===== config.mk =====
export PLATFORM = sky130hd
export DESIGN_NAME = block_average_peak_detector_unit
export DESIGN_NICKNAME = d
export VERILOG_FILES = /design/src/design/bapd_pkg.sv /design/src/design/block_average_peak_detector_unit.sv /design/src/design/bapd_front.sv /design/src/design/bapd_queue.sv /design/src/design/bapd_back.sv
export SDC_FILE = /design/constraint.sdc
export NUM_CORES = 2
export LEC_CHECK = 0
export BUFFER_PORTS_ARGS = -buffer_cell sky130_fd_sc_hd__buf_2
export CAP_MARGIN = 20
export CORE_MARGIN = 2
export CORE_UTILIZATION = 50
export CTS_BUF_LIST = sky130_fd_sc_hd__clkbuf_16
export DETAILED_ROUTE_END_ITERATION = 10
export GPL_TIMING_DRIVEN = 0
export PLACE_DENSITY = 0.68
export SLEW_MARGIN = 20
export SYNTH_ARGS = -nofsm -noshare
export SYNTH_HDL_FRONTEND = slang
export SYNTH_SLANG_ARGS = --single-unit

===== constraint.sdc =====
create_clock -name clk_i -period 6.81 [get_ports clk_i]
set_input_delay 1.7025 -clock clk_i [delete_from_list [all_inputs] [get_ports clk_i]]
set_output_delay 1.7025 -clock clk_i [all_outputs]
set_load 0.03 [all_outputs]

===== src/design/bapd_pkg.sv =====
// Shared types, widths and codes for the block average peak detector.
package bapd_pkg;

  // Field and state widths
  localparam int SAMPLE_W  = 16;
  localparam int FW_W      = 7;
  localparam int THR_W     = 16;
  localparam int POS_W     = 32;
  localparam int TSUM_W    = 48;
  localparam int PPOS_W    = 33;
  localparam int CNT32_W   = 32;
  localparam int BLK_SUM_W = SAMPLE_W + FW_W;

  // Parameter defaults
  localparam int RING_DEPTH_DEF       = 10;
  localparam int MAX_FILTER_WIDTH_DEF = 64;
  localparam int QUEUE_DEPTH          = 2;

  // Peak rule constants
  localparam int NEAR_LIMIT    = 35;
  localparam int SPACING_LIMIT = 30;
  localparam int REPORT_OFFSET = 10;

  // Register reset values
  localparam logic [FW_W-1:0]  FW_RESET  = 7'd4;
  localparam logic [THR_W-1:0] THR_RESET = 16'd10;

  // Configuration port
  localparam int CFG_IDX_W  = 1;
  localparam int CFG_DATA_W = 16;
  typedef enum logic [CFG_IDX_W-1:0] {
    CFG_FILTER_WIDTH   = 1'b0,
    CFG_PEAK_THRESHOLD = 1'b1
  } cfg_idx_e;

  // Stream layout
  localparam int IN_TDATA_W    = 16;
  localparam int OFS_BPOS      = SAMPLE_W;
  localparam int OFS_PPOS      = OFS_BPOS + POS_W;
  localparam int OFS_PVAL      = OFS_PPOS + PPOS_W;
  localparam int OFS_PSF       = OFS_PVAL + SAMPLE_W;
  localparam int OUT_PAYLOAD_W = OFS_PSF + CNT32_W;
  localparam int OUT_TDATA_W   = ((OUT_PAYLOAD_W + 7) / 8) * 8;

  // One completed block handed from front to back
  typedef struct packed {
    logic [BLK_SUM_W-1:0] block_sum;
    logic [FW_W-1:0]      width;
    logic [POS_W-1:0]     total_samples;
    logic [TSUM_W-1:0]    total_sum;
  } bapd_job_t;

  // Queue status seen by both sides
  typedef struct packed {
    logic full;
    logic empty;
  } bapd_qstat_t;

  // One result request
  typedef struct packed {
    logic [SAMPLE_W-1:0]      block_average;
    logic [POS_W-1:0]         block_position;
    logic                     peak_found;
    logic signed [PPOS_W-1:0] peak_position;
    logic [SAMPLE_W-1:0]      peak_value;
    logic [CNT32_W-1:0]       peaks_so_far;
  } bapd_result_t;

  // Back end sequencer
  typedef enum logic [2:0] {
    BK_IDLE,
    BK_DIV,
    BK_WRITE,
    BK_SCAN,
    BK_MUL,
    BK_DECIDE
  } back_state_e;

endpackage


===== src/design/block_average_peak_detector_unit.sv =====
// Top level of the block average peak detector.
// Samples stream in on s_axis; one sample is taken per cycle while the block
// queue has room. Every filter_width samples form a block, and each block
// gives exactly one result on m_axis: its truncated mean, its centre position
// and, when a window peak is confirmed, the peak reported ten positions early.
// The back end runs each block through a 23-step bit-serial divider, one ring
// write, a scan of RING_DEPTH-1 ring entries, one multiply and one decision,
// which waits while an earlier result is still held on m_axis. A two-entry
// queue sits between front and back; the stream stalls while it is full. The
// ring is cleared by reset; no clearing pass is needed. Write configuration
// only while no block is in flight.
module block_average_peak_detector_unit #(
  parameter int RING_DEPTH       = bapd_pkg::RING_DEPTH_DEF,
  parameter int MAX_FILTER_WIDTH = bapd_pkg::MAX_FILTER_WIDTH_DEF
) (
  input  logic                             clk_i,
  input  logic                             rst_ni,
  // Sample requests
  input  logic                             s_axis_tvalid,
  output logic                             s_axis_tready,
  input  logic [bapd_pkg::IN_TDATA_W-1:0]  s_axis_tdata,  // [15:0] sample
  // Result requests
  output logic                             m_axis_tvalid,
  input  logic                             m_axis_tready,
  // [15:0] block_average, [47:16] block_position, [80:48] peak_position,
  // [96:81] peak_value, [128:97] peaks_so_far, [135:129] zero
  output logic [bapd_pkg::OUT_TDATA_W-1:0] m_axis_tdata,
  output logic                             m_axis_tuser,  // [0] peak_found
  // Configuration writes
  input  logic                             cfg_we_i,
  input  logic [bapd_pkg::CFG_IDX_W-1:0]   cfg_addr_i,
  input  logic [bapd_pkg::CFG_DATA_W-1:0]  cfg_wdata_i
);
  import bapd_pkg::*;

  logic [FW_W-1:0]  filter_width_q;
  logic [THR_W-1:0] peak_threshold_q;

  bapd_job_t    job_push;
  bapd_job_t    job_head;
  bapd_qstat_t  qstat;
  bapd_result_t result;
  logic         push;
  logic         pop;

  // Configuration registers
  always_ff @(posedge clk_i or negedge rst_ni) begin
    if (!rst_ni) begin
      filter_width_q   <= FW_RESET;
      peak_threshold_q <= THR_RESET;
    end else if (cfg_we_i) begin
      case (cfg_idx_e'(cfg_addr_i))
        CFG_FILTER_WIDTH:   filter_width_q   <= cfg_wdata_i[FW_W-1:0];
        CFG_PEAK_THRESHOLD: peak_threshold_q <= cfg_wdata_i[THR_W-1:0];
        default: begin
          filter_width_q <= filter_width_q;
        end
      endcase
    end
  end

  bapd_front #(
    .MAX_FILTER_WIDTH(MAX_FILTER_WIDTH)
  ) u_front (
    .clk_i         (clk_i),
    .rst_ni        (rst_ni),
    .s_valid_i     (s_axis_tvalid),
    .s_ready_o     (s_axis_tready),
    .sample_i      (s_axis_tdata[SAMPLE_W-1:0]),
    .filter_width_i(filter_width_q),
    .qstat_i       (qstat),
    .push_o        (push),
    .job_o         (job_push)
  );

  bapd_queue #(
    .WIDTH($bits(bapd_job_t)),
    .DEPTH(QUEUE_DEPTH)
  ) u_queue (
    .clk_i  (clk_i),
    .rst_ni (rst_ni),
    .push_i (push),
    .wdata_i(job_push),
    .pop_i  (pop),
    .rdata_o(job_head),
    .qstat_o(qstat)
  );

  bapd_back #(
    .RING_DEPTH(RING_DEPTH)
  ) u_back (
    .clk_i           (clk_i),
    .rst_ni          (rst_ni),
    .qstat_i         (qstat),
    .job_i           (job_head),
    .pop_o           (pop),
    .peak_threshold_i(peak_threshold_q),
    .m_valid_o       (m_axis_tvalid),
    .m_ready_i       (m_axis_tready),
    .result_o        (result)
  );

  // Pack the result fields
  assign m_axis_tdata = {
    {(OUT_TDATA_W - OUT_PAYLOAD_W){1'b0}},
    result.peaks_so_far,
    result.peak_value,
    result.peak_position,
    result.block_position,
    result.block_average
  };
  assign m_axis_tuser = result.peak_found;

endmodule


===== src/design/bapd_front.sv =====
// Front end: accumulates samples into blocks and queues each finished block.
module bapd_front #(
  parameter int MAX_FILTER_WIDTH = bapd_pkg::MAX_FILTER_WIDTH_DEF
) (
  input  logic                          clk_i,
  input  logic                          rst_ni,
  input  logic                          s_valid_i,
  output logic                          s_ready_o,
  input  logic [bapd_pkg::SAMPLE_W-1:0] sample_i,
  input  logic [bapd_pkg::FW_W-1:0]     filter_width_i,
  input  bapd_pkg::bapd_qstat_t         qstat_i,
  output logic                          push_o,
  output bapd_pkg::bapd_job_t           job_o
);
  import bapd_pkg::*;

  localparam int WCLAMP = (MAX_FILTER_WIDTH > (2**FW_W) - 1) ? (2**FW_W) - 1 : MAX_FILTER_WIDTH;
  localparam int SUM_W  = SAMPLE_W + $clog2(WCLAMP);

  logic [SUM_W-1:0]  sum_q;
  logic [FW_W-1:0]   sib_q;
  logic [POS_W-1:0]  ts_q;
  logic [TSUM_W-1:0] tsum_q;

  logic [FW_W-1:0]   eff_w;
  logic [SUM_W-1:0]  sum_next;
  logic [FW_W-1:0]   sib_next;
  logic [POS_W-1:0]  ts_next;
  logic [TSUM_W-1:0] tsum_next;
  logic              accept;
  logic              block_end;

  // Clamp the configured width to the supported range
  always_comb begin
    if (filter_width_i == '0) begin
      eff_w = FW_W'(1);
    end else if (int'(filter_width_i) > WCLAMP) begin
      eff_w = FW_W'(WCLAMP);
    end else begin
      eff_w = filter_width_i;
    end
  end

  assign s_ready_o = !qstat_i.full;
  assign accept    = s_valid_i && s_ready_o;
  assign sum_next  = sum_q + SUM_W'(sample_i);
  assign sib_next  = sib_q + FW_W'(1);
  assign ts_next   = ts_q + POS_W'(1);
  assign tsum_next = tsum_q + TSUM_W'(sum_next);
  assign block_end = sib_next >= eff_w;

  // Hand the finished block to the back end
  assign push_o              = accept && block_end;
  assign job_o.block_sum     = BLK_SUM_W'(sum_next);
  assign job_o.width         = eff_w;
  assign job_o.total_samples = ts_next;
  assign job_o.total_sum     = tsum_next;

  // Advance the running sums
  always_ff @(posedge clk_i or negedge rst_ni) begin
    if (!rst_ni) begin
      sum_q  <= '0;
      sib_q  <= '0;
      ts_q   <= '0;
      tsum_q <= '0;
    end else if (accept) begin
      ts_q <= ts_next;
      if (block_end) begin
        sum_q  <= '0;
        sib_q  <= '0;
        tsum_q <= tsum_next;
      end else begin
        sum_q <= sum_next;
        sib_q <= sib_next;
      end
    end
  end

endmodule


===== src/design/bapd_queue.sv =====
// Short first-in first-out queue of block requests between front and back.
module bapd_queue #(
  parameter int WIDTH = 8,
  parameter int DEPTH = bapd_pkg::QUEUE_DEPTH
) (
  input  logic               clk_i,
  input  logic               rst_ni,
  input  logic               push_i,
  input  logic [WIDTH-1:0]   wdata_i,
  input  logic               pop_i,
  output logic [WIDTH-1:0]   rdata_o,
  output bapd_pkg::bapd_qstat_t qstat_o
);
  import bapd_pkg::*;

  localparam int PTR_W = (DEPTH > 1) ? $clog2(DEPTH) : 1;
  localparam int CNT_W = $clog2(DEPTH + 1);

  logic [WIDTH-1:0] mem_q [DEPTH];
  logic [PTR_W-1:0] wptr_q;
  logic [PTR_W-1:0] rptr_q;
  logic [CNT_W-1:0] cnt_q;
  logic             do_push;
  logic             do_pop;

  assign qstat_o.full  = cnt_q == CNT_W'(DEPTH);
  assign qstat_o.empty = cnt_q == '0;
  assign do_push       = push_i && !qstat_o.full;
  assign do_pop        = pop_i && !qstat_o.empty;
  assign rdata_o       = mem_q[rptr_q];

  // Store the entry
  always_ff @(posedge clk_i) begin
    if (do_push) begin
      mem_q[wptr_q] <= wdata_i;
    end
  end

  // Move pointers and fill count
  always_ff @(posedge clk_i or negedge rst_ni) begin
    if (!rst_ni) begin
      wptr_q <= '0;
      rptr_q <= '0;
      cnt_q  <= '0;
    end else begin
      if (do_push) begin
        wptr_q <= (wptr_q == PTR_W'(DEPTH - 1)) ? '0 : wptr_q + PTR_W'(1);
      end
      if (do_pop) begin
        rptr_q <= (rptr_q == PTR_W'(DEPTH - 1)) ? '0 : rptr_q + PTR_W'(1);
      end
      if (do_push && !do_pop) begin
        cnt_q <= cnt_q + CNT_W'(1);
      end else if (do_pop && !do_push) begin
        cnt_q <= cnt_q - CNT_W'(1);
      end
    end
  end

endmodule


===== src/design/bapd_back.sv =====
// Back end: divides the block sum, updates the ring, scans it and decides on peaks.
module bapd_back #(
  parameter int RING_DEPTH = bapd_pkg::RING_DEPTH_DEF
) (
  input  logic                       clk_i,
  input  logic                       rst_ni,
  input  bapd_pkg::bapd_qstat_t      qstat_i,
  input  bapd_pkg::bapd_job_t        job_i,
  output logic                       pop_o,
  input  logic [bapd_pkg::THR_W-1:0] peak_threshold_i,
  output logic                       m_valid_o,
  input  logic                       m_ready_i,
  output bapd_pkg::bapd_result_t     result_o
);
  import bapd_pkg::*;

  localparam int RI_W   = $clog2(RING_DEPTH);
  localparam int STEP_W = $clog2(BLK_SUM_W);

  localparam logic signed [PPOS_W-1:0] NEAR_S  = PPOS_W'(NEAR_LIMIT);
  localparam logic signed [PPOS_W-1:0] SPACE_S = PPOS_W'(SPACING_LIMIT);

  back_state_e state_q, state_d;

  // Job latched from the queue
  logic [FW_W-1:0]      w_q;
  logic [POS_W-1:0]     ts_q;
  logic [TSUM_W-1:0]    tsum_q;
  logic [POS_W-1:0]     bpos_q;

  // Divider
  logic [FW_W-1:0]      rem_q;
  logic [BLK_SUM_W-1:0] quo_q;
  logic [STEP_W-1:0]    step_q;
  logic [FW_W:0]        trial;
  logic                 trial_ge;
  logic [FW_W:0]        trial_sub;

  // Ring and scan
  logic [SAMPLE_W-1:0]  ring_val_q [RING_DEPTH];
  logic [POS_W-1:0]     ring_pos_q [RING_DEPTH];
  logic [RI_W-1:0]      ring_idx_q;
  logic [RI_W-1:0]      scan_idx_q;
  logic [RI_W-1:0]      scan_cnt_q;
  logic [SAMPLE_W-1:0]  wmax_q;
  logic [POS_W-1:0]     wmp_q;

  // Peak tracking
  logic [SAMPLE_W-1:0]  cand_val_q;
  logic [POS_W-1:0]     cand_pos_q;
  logic [POS_W-1:0]     last_pos_q;
  logic [CNT32_W-1:0]   ptotal_q;
  logic [TSUM_W-1:0]    prod_a_q;
  logic [TSUM_W-1:0]    prod_b_q;

  // Output register
  logic                 out_valid_q;
  bapd_result_t         out_q;
  logic                 emit;

  logic signed [PPOS_W-1:0] dnear;
  logic signed [PPOS_W-1:0] dspace;
  logic [TSUM_W:0]          rhs;
  logic                     test;
  logic                     found;
  logic [CNT32_W-1:0]       ptotal_next;

  // One restoring division step
  assign trial     = {rem_q, quo_q[BLK_SUM_W-1]};
  assign trial_ge  = trial >= {1'b0, w_q};
  assign trial_sub = trial - {1'b0, w_q};

  // Peak decision
  assign dnear  = $signed({1'b0, wmp_q}) - $signed({1'b0, cand_pos_q});
  assign dspace = $signed({1'b0, wmp_q}) - $signed({1'b0, last_pos_q});
  assign rhs    = {1'b0, tsum_q} + {1'b0, prod_b_q};
  assign test   = (dnear < NEAR_S) && (wmax_q < cand_val_q) && (ts_q != '0) &&
                  ({1'b0, prod_a_q} > rhs);
  assign found       = test && (dspace > SPACE_S);
  assign ptotal_next = ptotal_q + CNT32_W'(found);

  assign m_valid_o = out_valid_q;
  assign result_o  = out_q;

  // Sequencer state
  always_ff @(posedge clk_i or negedge rst_ni) begin
    if (!rst_ni) begin
      state_q <= BK_IDLE;
    end else begin
      state_q <= state_d;
    end
  end

  // Next state and handshake controls
  always_comb begin
    state_d = state_q;
    pop_o   = 1'b0;
    emit    = 1'b0;
    case (state_q)
      BK_IDLE: begin
        if (!qstat_i.empty) begin
          pop_o   = 1'b1;
          state_d = BK_DIV;
        end
      end
      BK_DIV: begin
        if (step_q == STEP_W'(BLK_SUM_W - 1)) begin
          state_d = BK_WRITE;
        end
      end
      BK_WRITE: begin
        state_d = BK_SCAN;
      end
      BK_SCAN: begin
        if (scan_cnt_q == RI_W'(RING_DEPTH - 2)) begin
          state_d = BK_MUL;
        end
      end
      BK_MUL: begin
        state_d = BK_DECIDE;
      end
      BK_DECIDE: begin
        if (!out_valid_q || m_ready_i) begin
          emit    = 1'b1;
          state_d = BK_IDLE;
        end
      end
      default: begin
        state_d = BK_IDLE;
      end
    endcase
  end

  // Datapath and block state
  always_ff @(posedge clk_i or negedge rst_ni) begin
    if (!rst_ni) begin
      w_q         <= '0;
      ts_q        <= '0;
      tsum_q      <= '0;
      bpos_q      <= '0;
      rem_q       <= '0;
      quo_q       <= '0;
      step_q      <= '0;
      ring_val_q  <= '{default: '0};
      ring_pos_q  <= '{default: '0};
      ring_idx_q  <= '0;
      scan_idx_q  <= '0;
      scan_cnt_q  <= '0;
      wmax_q      <= '0;
      wmp_q       <= '0;
      cand_val_q  <= '0;
      cand_pos_q  <= '0;
      last_pos_q  <= '0;
      ptotal_q    <= '0;
      prod_a_q    <= '0;
      prod_b_q    <= '0;
      out_valid_q <= 1'b0;
      out_q       <= '0;
    end else begin
      // Drop the output once taken, unless a new one replaces it
      if (out_valid_q && m_ready_i && !emit) begin
        out_valid_q <= 1'b0;
      end
      case (state_q)
        BK_IDLE: begin
          if (pop_o) begin
            w_q    <= job_i.width;
            ts_q   <= job_i.total_samples;
            tsum_q <= job_i.total_sum;
            bpos_q <= job_i.total_samples - POS_W'(job_i.width >> 1);
            rem_q  <= '0;
            quo_q  <= job_i.block_sum;
            step_q <= '0;
          end
        end
        BK_DIV: begin
          rem_q  <= trial_ge ? trial_sub[FW_W-1:0] : trial[FW_W-1:0];
          quo_q  <= {quo_q[BLK_SUM_W-2:0], trial_ge};
          step_q <= step_q + STEP_W'(1);
        end
        BK_WRITE: begin
          ring_val_q[ring_idx_q] <= quo_q[SAMPLE_W-1:0];
          ring_pos_q[ring_idx_q] <= bpos_q;
          scan_idx_q             <= ring_idx_q;
          scan_cnt_q             <= '0;
          wmax_q                 <= '0;
        end
        BK_SCAN: begin
          if (ring_val_q[scan_idx_q] > wmax_q) begin
            wmax_q <= ring_val_q[scan_idx_q];
            wmp_q  <= ring_pos_q[scan_idx_q];
          end
          scan_idx_q <= (scan_idx_q == RI_W'(RING_DEPTH - 1)) ? '0 : scan_idx_q + RI_W'(1);
          scan_cnt_q <= scan_cnt_q + RI_W'(1);
        end
        BK_MUL: begin
          prod_a_q <= TSUM_W'(wmax_q) * TSUM_W'(ts_q);
          prod_b_q <= TSUM_W'(peak_threshold_i) * TSUM_W'(ts_q);
        end
        BK_DECIDE: begin
          if (emit) begin
            if (!test) begin
              cand_val_q <= wmax_q;
              cand_pos_q <= wmp_q;
            end
            if (found) begin
              last_pos_q <= cand_pos_q;
            end
            ptotal_q   <= ptotal_next;
            ring_idx_q <= (ring_idx_q == RI_W'(RING_DEPTH - 1)) ? '0 : ring_idx_q + RI_W'(1);
            out_valid_q          <= 1'b1;
            out_q.block_average  <= quo_q[SAMPLE_W-1:0];
            out_q.block_position <= bpos_q;
            out_q.peak_found     <= found;
            out_q.peak_position  <= found ? ({1'b0, cand_pos_q} - PPOS_W'(REPORT_OFFSET)) : '0;
            out_q.peak_value     <= found ? cand_val_q : '0;
            out_q.peaks_so_far   <= ptotal_next;
          end
        end
        default: begin
          wmax_q <= wmax_q;
        end
      endcase
    end
  end

endmodule


# After elaboration in Yosys (flattened, before gate mapping)
# Memory sizes are Yosys's and may differ from the RTL's.
# Cells that the tools add are included.
[word_totals]
ff_bits = 1140
latch_bits = 0
ram_bits = 218
mem_bits_ro = 0
inputBits = 38
output_inout_bits = 139
wordCells = 194
n_memories = 1
[op_classes]
addsub = 19
multipliers = 2
n_div = 0
n_lt_le_gt_ge = 11
eq_ne = 16
shifts = 0
n_mux = 49
bitwise_logic = 4
n_reduce_logical = 38
[mem_list]
columns = ["name", "depth", "width", "rd", "rd_clocked_by_memory_dff", "wr", "line_no", "text"]
rows = [
  ["u_queue.mem_q", 2, 109, 1, 0, 1, "bapd_queue.sv:19", "logic [WIDTH-1:0] mem_q [DEPTH];"],
]
[ops]
columns = ["cell", "count"]
rows = [
  ["320-bit bitwise mux", 1],
  ["160-bit bitwise mux", 1],
  ["32-bit binary-select mux with 4-bit select", 1],
  ["32-bit demux with 4-bit select", 1],
  ["16-bit by 32-bit multiplier with 48-bit output", 2],
  ["32-bit two-way mux", 3],
  ["16-bit two-way mux", 5],
  ["32-bit by 32-bit subtractor with 33-bit output", 2],
  ["16-bit binary-select mux with 4-bit select", 1],
  ["16-bit demux with 4-bit select", 1],
  ["48-bit by 48-bit adder with 49-bit output", 1],
  ["48-bit by 49-bit greater-than comparator with 1-bit output", 1],
  ["48-bit by 22-bit adder with 48-bit output", 1],
  ["23-bit one-hot mux with 2 select lines", 1],
  ["7-bit two-way mux", 5],
  ["33-bit by 6-bit greater-than comparator with 1-bit output (second input constant)", 1],
  ["33-bit by 7-bit less-than comparator with 1-bit output (second input constant)", 1],
  ["33-bit two-way mux", 1],
  ["32-bit by 4-bit subtractor with 33-bit output (second input constant)", 1],
  ["32-bit by 1-bit adder with 32-bit output", 1],
  ["32-bit by 1-bit adder with 32-bit output (second input constant)", 1],
  ["16-bit one-hot mux with 2 select lines", 1],
  ["32-bit nonzero test", 1],
  ["32-bit by 6-bit subtractor with 32-bit output", 1],
  ["other kinds (46)", 103],
]

# Depth between registers and ports, before layout
[depth]
depth_word = 10
ltp_mapped = 35
ltp_nobuf = 35

# By module
# From an unflattened synthesis, not the netlist that was laid out.
[hier_totals]
cells_unflattened = 9764
area_unflattened_um2 = 100478.9
[by_module_without_submodules]
columns = ["module", "n_inst", "cells_per_inst", "area_per_inst_um2", "seq_area_each_um2"]
rows = [
  ["bapd_back", 1, 8486, 83491.3, 25124.1],
  ["bapd_queue", 1, 361, 8164.1, 6706.4],
  ["bapd_front", 1, 859, 7816.2, 2727.6],
  ["block_average_peak_detector_unit", 1, 58, 1007.2, 579.3],
]

# Worst setup path after synthesis
# OpenSTA, ideal clock, no wires.
[synth_path]
path_kind = "input-to-reg"
from = "in s_axis_tvalid"
to = "mem u_queue.mem_q[0][0] (netlist name) (enable)"
setup_time_ns = 0.579
t_arrival_ns = 6.922
setup_slack_ns = -0.691
stages = 5
n_path_buf = 2
path_cell_list = "and2_1 clkbuf_1 nand2_1 clkbuf_1 nor2_1"
[synth_via]
elab_chain_len = 5
[synth_lines]
columns = ["element", "line_no", "text"]
rows = [
  ["from (decl)", "block_average_peak_detector_unit.sv:19", "input logic s_axis_tvalid,"],
  ["1-bit logical AND", "bapd_front.sv:45", "assign accept = s_valid_i && s_ready_o;"],
  ["1-bit logical AND", "bapd_front.sv:53", "assign push_o = accept && block_end;"],
  ["1-bit logical AND", "bapd_queue.sv:28", "assign do_push = push_i && !qstat_o.full;"],
  ["1-bit two-way mux", "bapd_queue.sv:34", "if (do_push) begin"],
  ["1-bit two-way mux (implied by the code)", "bapd_queue.sv:35", "mem_q[wptr_q] <= wdata_i;"],
  ["to (decl)", "bapd_queue.sv:19", ""],
]
# No other way between the ends.

# Worst setup path after layout
[layout_path]
from = "reg peak_threshold_q[1]"
to = "reg u_back.prod_b_q[45]"
[layout_via]
elab_chain_len = 1
[layout_lines]
columns = ["element", "line_no", "text"]
rows = [
  ["from (decl)", "block_average_peak_detector_unit.sv:37", "logic [THR_W-1:0] peak_threshold_q;"],
  ["from (signal assigned)", "block_average_peak_detector_unit.sv:54", "CFG_PEAK_THRESHOLD: peak_threshold_q <= cfg_wdata_i[THR_W-1:0];"],
  ["16-bit by 32-bit multiplier with 48-bit output", "bapd_back.sv:198", "prod_b_q <= TSUM_W'(peak_threshold_i) * TSUM_W'(ts_q);"],
  ["to (signal assigned)", "bapd_back.sv:198", ""],
  ["to (decl)", "bapd_back.sv:54", "logic [TSUM_W-1:0] prod_b_q;"],
]
# No other way between the ends.
# A chain may end at the register's enable or synchronous reset.

==> reports/qor_table.md <==
| Parameter | Reported |
|---|---|
| Number of fill cells | 16600 |
| Initial antenna violation count | 21 |
| Fraction of synthesized area in multiplexers | 0.107 |
| Synth warnings | 0 |
| Simple-gate area share of the yosys netlist | 0.124 |
| Fin Clk Skew | 0.0717 ns |
| Number of cell rows | 163 |
| Final number of max-transition violations | 0 |
| Share of synthesized area occupied by flip-flops and latches | 0.355 |
| Count of placed standard cells including taps | 12400 |
| First-pass GRT wire length | 488 mm |
| Leading cell types by count after synthesis | nand2_1 (1575), dfrtp_1 (1137), inv_1 (1087) |
| Sum of net half-perimeters after detailed placement | 251 mm |
| Cell family with most CP delay | adder cells |
| Clock buffers created by TritonCTS | 147 |
| Worst-case headroom to the max-slew limit | 0.209 |
| Die boundary width | 448 um |
| Area of the core | 197000 um2 |
| Synthesized-area fraction occupied by adder cells | 0.234 |
| Setup crit start kind | register |
| Register area | 35200 um2 |
| Vias in the first global route | 76000 |
| Average size of a mapped cell | 10.3 um2 |
| Cell type with the highest occurrence count on the critical path | fa_1 |
| Multi-input gate area in the final layout | 59400 um2 |
| Routed metal-1 wirelength | 138 mm |
| Number of nets in the finished design | 11500 |
| Violation count after the first detailed-routing iteration | 6928 |
| Maximum count of clock buffers along a single path | 3 |
| Area share of the leading cell type in the synthesized netlist | 0.288 |
| Hold WC Path Type | reg2reg |
| Synthesis-to-finish area growth | 15.6% |
| Maxcap violations | 0 |
| Share of the synthesized netlist area taken by xor and xnor gates | 0.0371 |
| Violations in the final reports | negative setup slack |
| Result of the run | finished with violations |
| Count of clock tree sinks | 1358 |
| Clk pin slew, worst setup/hold paths | 0.06 ns |
| Global-route usage over all layers | 0.329 |
| DRC violations left | 0 |
| Worst-Skew Late Latency | 0.84 ns |
| Peak per-stage delay on the critical path | 0.75 ns |
| Most instantiated flip-flop cell in the synthesis netlist | dfrtp_1 |
| Setup violators final | 23 |
| Met3 Routed Length | 31.0 mm |
| Antenna Violating Nets Remaining | 0 |
| Gate count of the mapped netlist | 9601 |
| Category of the worst setup path capture point | register |
| Drt pass-1 iters | 6 |
| Worst reg2reg setup slack | -0.33 ns |
| Routed via count | 75200 |
| Overall die area | 201000 um2 |
| Setup repair after global routing missed its margin | true |
| Count of different cell masters after synthesis | 98 |
| Average wire per cell in the routed design | 25.5 um |
| Most used standard cell by instance count after synthesis | nand2_1 |
| Die extent in y | 448 um |
| Crit path DAT | 7.78 ns |
| Worst Path Max Fanout | 4 |
| FFs w/ async S/R, synth | 0.839 |
| Main combinational cell family by area after synthesis | adder cells |
| Cell at the root of the clock tree | clkbuf_16 |
| Synth Area in Compound Gates | 0.0804 |
| Highest clock rate | 0.140 GHz |
| Library cell contributing the largest single delay on the critical path | fa_1 |
| Final hold viol count | 0 |
| FF+latch count, synth | 1358 |
| Worst setup path category | reg2reg |
| Final cell count without fillers | 12900 |
| Sum of routed wire length over all layers | 329 mm |
| Period utilisation layout | 1.05 |
| Worst Path Required | 7.45 ns |
| Routed length on met2 | 143 mm |
| Combined buffer and inverter count along the critical path | 5 |
| Final worst path period need | 7.14 ns |
| Post-Synthesis Cell Area | 98700 um2 |
| Cell-by-cell trace of the critical path | clkbuf_16, buf_6, buf_6, buf_4, nand2_1, fa_1, inv_1, fa_2, fa_1, fa_1, fa_1, fa_1, ha_1, o21a_1, nor2_1, nor3b_1, nor2_1, a211oi_2, o31a_1, a221o_1, a21oi_2, xor2_1, o21ai_1 |
| Maximum number of pins on one net before global-route repair | 127 |
| Routed vias/inst | 5.81 |
| H-tree depth | 4 |
| Layout cell share with drive strength beyond 1 | 0.183 |
| Highest metal layer with signal wires | met5 |
| Overall overflow remaining after global route | 0 |
| Dominant cell type by area after synthesis | dfrtp_1 |
| Ports placed on the boundary | 177 |
| Clock tree from TritonCTS | built |
| Port-buffer cells | 169 |
| Cell types occupying the most area after synthesis | dfrtp_1 (29%), fa_1 (17%), edfxtp_1 (6.6%) |
| Pin slew with the least headroom to its limit | 1.19 ns |
| Final setup margin | -0.326 ns |
| Final weighted congestion of routability-driven global placement | 1.04 |
| Number of enable-type register cells in the synthesized netlist | 218 |
| Starting Density | 0.502 |
[what timing repair did]
action,4_1_cts,5_1_grt
hold endpoints to repair,0,0
setup buffers,147,94
setup endpoints to repair,262,240
hold buffers,0,0
gates cloned,1,1
resized for setup,726,379
pin swaps,142,252
[cell usage in the layout, fill, tap and decap left out, types with 53 or more instances in the layout]
cell type  count
a21o_1       119
a21oi_1      220
and2_1       343
buf_1         53
buf_2        199
buf_4        203
clkbuf_1     248
clkbuf_16    174
dfrtp_1     1081
edfxtp_1     218
fa_1         797
ha_1         459
inv_1       1073
mux2_2       518
mux2i_1      250
mux4_2        96
nand2_1     1547
nand3_1      113
nand4_1       69
nor2_1       246
nor3_1        64
o21ai_0      413
o21ai_1       82
xnor2_1      238
xor2_1       167
[worst paths after layout]
path,from,cells past startpoint,endpoint
setup / recovery,peak_threshold_q[1],23,u_back.prod_b_q[45]
hold / removal,u_back.cand_pos_q[1],1,u_back.result_o[49]
setup reg to reg,peak_threshold_q[1],23,u_back.prod_b_q[45]
hold reg to reg,u_back.cand_pos_q[1],1,u_back.result_o[49]
max in group asynchronous,rst_ni,5,u_back.quo_q[1]
min in group asynchronous,rst_ni,1,u_back.result_o[63]
[routing by layer]
| metal | vias to the layer above | GRT usage |
|---|---|---|
| li1 | 32800 | - |
| met1 | 38600 | 0.458 |
| met2 | 3164 | 0.483 |
| met3 | 679 | 0.0862 |
| met4 | 10 | 0.151 |
| met5 | - | 0.00313 |
[stage by stage]
step | instance area (um2) | hold WS [ns] | setup WS [ns] | setup TNS (ns) | utilization
after floorplan | 98800 | 0.427 | 0.0547 | 0 | -
final | 114000 | 0.462 | -0.326 | -3.57 | 0.580
after CTS | 112000 | 0.454 | -0.336 | -3.20 | 0.570
after global routing | 114000 | 0.477 | -0.524 | -9.92 | 0.580
after global placement | 103000 | 0.442 | -20.74 | - | 0.523
after detailed placement | 103000 | 0.445 | -1.92 | -213.53 | 0.526
[final cells by class]
type	instances	share of cell area
repair buffers	423	0.0298
flip-flops and latches	1358	0.308
inverters	1088	0.0359
diodes	18	0.000395
clock buffers	149	0.0327
well taps	2640	0.0289
clock inverters	124	0.0117
plain buffers	521	0.0326
multi-input cells	6621	0.520
[sequential cells by signal, indices dropped and copies added (netlist names), 16 cells and up]
name	count
u_front.tsum_q	48
u_front.sum_q	22
u_back.ts_q	32
peak_threshold_q	16
u_back.result_o	130
u_back.cand_val_q	16
u_back.tsum_q	48
u_back.cand_pos_q	32
u_queue.mem_q	218
u_back.ring_val_q	160
u_back.quo_q	23
u_back.prod_b_q	48
u_back.bpos_q	32
u_back.prod_a_q	48
u_back.last_pos_q	32
u_front.ts_q	32
u_back.wmax_q	16
u_back.wmp_q	32
u_back.ring_pos_q	320
[kinds of logic (layout without fill, tap and decap cells)]
| family | count (synthesis) | in the layout |
|---|---|---|
| fa+ha+maj | 1342 | 1342 |
| other cells | 1 | 25 |
| xor+xnor | 418 | 418 |
| simple gates | 2713 | 2713 |
| compound gates | 1275 | 1275 |
| flops | 1358 | 1358 |
| mux | 866 | 866 |
| buf+inv | 1628 | 2305 |
Power is not shown: default switching activity piles up to over one toggle a cycle in this logic, so the estimate is an artifact.
